**src/hw/rtl/canidt_pkg.sv**
```systemverilog
// shared types, constants and codes for the can identifier table
// no dependencies

package canidt_pkg;

    localparam int MAX_ENTRIES = 80;
    localparam int ADDR_W      = $clog2(MAX_ENTRIES);
    localparam int CNT_W       = $clog2(MAX_ENTRIES + 1);

    localparam int ID_W      = 29;
    localparam int LEN_W     = 4;
    localparam int PAYLOAD_W = 64;
    localparam int HITS_W    = 32;
    localparam int TOTAL_W   = 32;
    localparam int FILL_W    = 7;
    localparam int INDEX_W   = 8;
    localparam int OP_W      = 2;

    // classic frames carry at most eight bytes
    localparam logic [LEN_W-1:0] LEN_MAX = LEN_W'(8);

    localparam logic [OP_W-1:0] OP_RECEIVE = 2'd0;
    localparam logic [OP_W-1:0] OP_READ    = 2'd1;
    localparam logic [OP_W-1:0] OP_CLEAR   = 2'd2;

    typedef logic [1:0] out_sel_t;
    localparam out_sel_t SEL_NONE    = 2'd0;
    localparam out_sel_t SEL_STORED  = 2'd1;
    localparam out_sel_t SEL_UPDATED = 2'd2;
    localparam out_sel_t SEL_NEW     = 2'd3;

    typedef struct packed {
        logic [ID_W-1:0]      id;
        logic                 rtr;
        logic                 ext;
        logic [LEN_W-1:0]     len;
        logic [PAYLOAD_W-1:0] payload;
        logic [HITS_W-1:0]    hits;
    } entry_t;

    localparam int ENTRY_W = $bits(entry_t);

    // controller to datapath
    typedef struct packed {
        logic     load;
        logic     scan_inc;
        logic     wr_hit;
        logic     wr_new;
        logic     out_load;
        out_sel_t out_sel;
    } dp_cmd_t;

    // datapath to controller
    typedef struct packed {
        logic scan_end;
        logic hit;
        logic full;
        logic rd_ok;
    } dp_stat_t;

endpackage

```
**src/hw/rtl/canidt_ctrl.sv**
```systemverilog
// controller: sequences accept, table scan, write-back and the result strobe
// depends on canidt_pkg

module canidt_ctrl
    import canidt_pkg::*;
(
    input  logic            clk,
    input  logic            rst_n,
    input  logic            start,
    input  logic [OP_W-1:0] operation,
    output logic            busy,
    output logic            done,
    output dp_cmd_t         cmd,
    input  dp_stat_t        stat
);

    localparam logic [1:0] ST_IDLE = 2'd0;
    localparam logic [1:0] ST_SCAN = 2'd1;
    localparam logic [1:0] ST_READ = 2'd2;

    logic [1:0] state_reg, state_next;
    logic       done_reg, done_next;

    always_comb
    begin
        state_next = state_reg;
        done_next  = 1'b0;
        cmd        = '0;
        cmd.out_sel = SEL_NONE;
        unique case (state_reg)
            ST_IDLE:
            begin
                if (start)
                begin
                    cmd.load = 1'b1;
                    if (operation == OP_RECEIVE)
                    begin
                        state_next = ST_SCAN;
                    end
                    else if (operation == OP_READ)
                    begin
                        state_next = ST_READ;
                    end
                    else
                    begin
                        // clear and the unused code answer at once
                        cmd.out_load = 1'b1;
                        done_next    = 1'b1;
                    end
                end
            end
            ST_SCAN:
            begin
                if (stat.scan_end)
                begin
                    cmd.out_load = 1'b1;
                    done_next    = 1'b1;
                    state_next   = ST_IDLE;
                    if (!stat.full)
                    begin
                        cmd.wr_new  = 1'b1;
                        cmd.out_sel = SEL_NEW;
                    end
                end
                else if (stat.hit)
                begin
                    cmd.wr_hit   = 1'b1;
                    cmd.out_load = 1'b1;
                    cmd.out_sel  = SEL_UPDATED;
                    done_next    = 1'b1;
                    state_next   = ST_IDLE;
                end
                else
                begin
                    cmd.scan_inc = 1'b1;
                end
            end
            ST_READ:
            begin
                cmd.out_load = 1'b1;
                cmd.out_sel  = stat.rd_ok ? SEL_STORED : SEL_NONE;
                done_next    = 1'b1;
                state_next   = ST_IDLE;
            end
            default:
            begin
                state_next = ST_IDLE;
            end
        endcase
    end

    always_ff @(posedge clk or negedge rst_n)
    begin
        if (!rst_n)
        begin
            state_reg <= ST_IDLE;
            done_reg  <= 1'b0;
        end
        else
        begin
            state_reg <= state_next;
            done_reg  <= done_next;
        end
    end

    assign busy = (state_reg != ST_IDLE);
    assign done = done_reg;

endmodule

```
**config.mk**
```make
export PLATFORM = sky130hd
export DESIGN_NAME = canidt_ctrl
export DESIGN_NICKNAME = d
export VERILOG_FILES = /design/src/hw/rtl/canidt_pkg.sv /design/src/hw/rtl/canidt_ctrl.sv
export SDC_FILE = /design/constraint.sdc
export NUM_CORES = 1
export LEC_CHECK = 0
export BUFFER_PORTS_ARGS = -buffer_cell sky130_fd_sc_hd__buf_2
export CAP_MARGIN = 40
export CORE_AREA = 2 2 39 41
export CTS_BUF_LIST = sky130_fd_sc_hd__clkbuf_16
export CTS_CLUSTER_DIAMETER = 150
export DETAILED_ROUTE_END_ITERATION = 6
export DIE_AREA = 0 0 41 43
export PLACE_DENSITY = 0.45
export RECOVER_POWER = 25
export SYNTH_ARGS = -nofsm -noshare
export SYNTH_HDL_FRONTEND = slang
export SYNTH_SLANG_ARGS = --single-unit
```
**constraint.sdc**
```tcl
create_clock -name clk -period 1.9 [get_ports clk]
set_clock_uncertainty 0.1 [all_clocks]
set_input_delay 0.38 -clock clk [delete_from_list [all_inputs] [get_ports clk]]
set_output_delay 0.38 -clock clk [all_outputs]
set_load 0.02 [all_outputs]
```
# == After elaboration in Yosys (flattened, before gate mapping) ==
# Index checks and enable logic that the tools add are counted.
# W data, S select, Z words.
# word_totals
ff_bits,3
in_bits,9
output_inout_bits,9
elab_cells,37
# op_classes
n_eq_ne,6
mux,25
n_reduce_logical,4
# ops
op,count
$mux W2,7
$mux W1,11
$mux W3,3
$pmux W2 S2,2
$ne A3 B3 Y1 const B,2
$pmux W1 S3,2
$eq A2 B1 Y1 const B,2
$logic_not A2 Y1,2
$reduce_and A3 Y1,1
$eq A2 B2 Y1 const B,1
$ne A2 B2 Y1 const B,1
$reduce_bool A2 Y1,1

# == Longest topological paths before layout ==
# depth
word_depth,5
depth_mapped,5
ltp_nobuf,5

# == Worst setup path before layout ==
# Ideal clock, no wire load.
# synth_path
path_kind,register -> output
startpoint,register state_reg[0]
endpoint,output port cmd[2] in the netlist's numbering
arrival_ps,1411
t_required_ps,1420
setup_slack_ps,9
stages_incl_launch_ff,6
n_path_buf,0
path_cell_list,dfrtp_1 inv_1 ha_1 and2_1 a21oi_1 a21oi_1
# synth_rtl
item,line,rtl
"start, declared",canidt_ctrl.sv:21,"logic [1:0] state_reg, state_next;"
"start signal, assigned",canidt_ctrl.sv:101,state_reg <= state_next;
"end, declared",canidt_ctrl.sv:13,"output dp_cmd_t cmd,"

==> qor.txt <==
outcome - finished, violations left
failing checks - setup timing
final hold vios - 0
Setup violations, final - 1
Reg-to-Reg End - done
total net switching power - 0.000275 W
antenna fix cells - 0
syn_nets - 41
first-pass GRT wire length - 1.26 mm
Post-Synth Adder-Cell Area - 0.193
most common cell after layout, fill and taps aside - buf_2
Finished Layout Cells - 74
mux cell area share after synthesis - 0
sw frac - 0.329
Crit Reg-Reg Startpoint - state_reg[1]
max_slew headroom - 0.793
post-synthesis register bit count - 3
layout cells sized above 1 - 0.638
Largest register FFs - 2
maximum clock frequency - 522 MHz
grt ovf - 0
WL/cell - 12.9 µm
Boundary Pins - 18
combinational share of power - 0.490
initial core utilization - 0.187
reg2reg path depth - 8
pwr/cell area - 1430 nW/µm²
vias per inst - 4.31
Peak VDD IR - 0.799 mV
vias in the first global route - 319
CP Launch Type - register
via count - 319
clock tree sinks - 3
synth warn - 0
most frequent cells in the layout - buf_2, buf_4, ha_4, clkbuf_16, dfrtp_1
final antenna-violating net count - 0
share of the synthesized area in the top cell type - 0.290
Hold EP - state_reg[0]
dpl hpwl - 520 µm
pins over their slew limit - 0
GRT Total Usage - 0.113
Cell Area, Synth - 259 µm²
sequential share of power - 0.118
Distinct cells, synth - 16
Worst-Skew Late Latency - 0.22 ns
chip width - 41 µm
Internal - 0.000560 W
Seq/Total Area, Yosys - 0.290
RSZ-0062 raised after global routing - yes
drt pass-1 iters - 3
Pleak - 0.293 nW
Max FO, Critical Path - 4
Synth area leader - dfrtp_1
Worst Hold Depth - 2
xor and xnor fraction of the mapped netlist area - 0
Req. time, crit path - 1.42 ns
Final Core Density - 0.422
placed cells - 61
die area - 1760 µm²
final hold slack - 0.279 ns
setup TNS - -0.0160 ns
hold crit path type - in2reg
port bufs - 17
Starting DRT DRC Count - 2
Bufs on Longest Clock Path - 2
clock slew at reported path FFs - 0.03 ns
largest net degree at the start of global routing - 5
residual DRC count - 0
Mapped Cells - 28
largest family of logic cells by synthesized area - simple AND/OR/NAND/NOR gates
HP Start - operation[0]
die height - 43 µm
Max-Cap Viols - 0
post-route cell area - 584 µm²
CP Capture Type - primary output
final period utilization - 1.01
clock group share of total power - 0.392
Mapped Avg Cell Area - 9.25 µm²
top cells by area, synth - dfrtp_1, ha_1, nor3b_4
number of nets in the layout - 72
Tmin final - 1.92 ns
DRT Wirelength - 957 µm
GPL Wtd Cong - 0.620
Root Buffer - clkbuf_16
Core Area - 1380 µm²
Crit Path Class - reg2out
# H-tree levels - 1
CTS tree - built
Post-DP Area - 364 µm²
Layout area overhead - 126%
post-synthesis compound-gate area fraction - 0.232
antenna violations before repair - 0
worst path arrival time - 1.44 ns
TritonCTS Buffers - 3
final worst setup slack - -0.0160 ns
simple-gate share of the synthesized area - 0.242
# rows - 14
FF-to-FF setup slack - 0.29 ns
Worst Max-Slew Pin Slew - 0.307 ns
-- cells by family after synthesis --
group | count (synthesis)
AO/OA/AOI/OAI | 9
AND/OR/NAND/NOR | 9
adder cells (fa/ha/maj) | 4
buffers and inverters | 3
flip-flops | 3
-- Yosys cell counts (all sizes together) --
library cell / instances
o21ba: 1
a21oi: 3
o21a: 2
nand2: 2
inv: 3
o21ai: 1
and2: 2
and3b: 1
ha: 4
nand3: 1
nor3b: 1
dfrtp: 3
o22ai: 1
nor2: 1
nor2b: 1
o32ai: 1
-- cell type report --
cell class,instances,area (µm²)
clock inverters,1,3.75
repair buffers,26,169
flip-flops and latches,3,75.1
multi-input cells,22,230
inverters,3,11.3
well taps,16,20.0
fillers,144,800
clock buffers,3,75.1
-- stage by stage --
step / power (W) / setup WS, ns
after floorplan: 0.000258 / 0.00899
after global placement: 0.000337 / 0.0965
after detailed placement: 0.000337 / 0.0871
after CTS: 0.000740 / -0.00442
after global routing: 0.000879 / -0.0494
final: 0.000835 / -0.0160
-- worst max path at each step --
stage / from / to / slack (ns) / depth (start not counted)
after global routing: state_reg[0] / cmd[2] / -0.05 / 6
after detailed placement: state_reg[0] / cmd[2] / 0.09 / 6
after floorplan: state_reg[0] / cmd[2] / 0.009 / 5
after CTS: state_reg[0] / cmd[1] / -0.004 / 5
final: state_reg[1] / cmd[2] / -0.02 / 6
after global placement: state_reg[1] / cmd[2] / 0.1 / 6
-- repair_timing --
item / CTS / global route
pin swaps: 2 / 5
hold buffers: 1 / 0
setup buffers: 5 / 3
endpoints found under the hold margin: 3 / 0
endpoints found under the setup margin: 3 / 3
gates resized for setup: 8 / 10
-- metal layers --
| metal | wire [µm] | up-vias | share of wire | GRT usage |
|---|---|---|---|---|
| li1 | - | 160 | - | - |
| met1 | 346 | 151 | 0.36 | 0.113 |
| met2 | 566 | 8 | 0.59 | 0.184 |
| met3 | 44 | 0 | 0.046 | 0.0628 |
| met4 | 0 | 0 | 0 | 0.0400 |
| met5 | 0 | - | 0 | 0 |
-- power by group through the flow --
stage	sequential [W]	combinational [W]	clock, W
final	0.0000985	0.000409	0.000327
after global routing	0.0000993	0.000441	0.000338
after CTS	0.0000946	0.000316	0.000330
after detailed placement	0.0000977	0.000239	0
after global placement	0.0000966	0.000240	0
after floorplan	0.000109	0.000149	0
-- worst max-delay path: stages (launching register included) --
cell and delay [ns]:
dfrtp_1 0.38, inv_2 0.09, ha_4 0.18, and2_4 0.14
a21oi_4 0.17, a21oi_2 0.08, buf_4 0.17
Note: power is estimated with default switching activity, not from simulation.
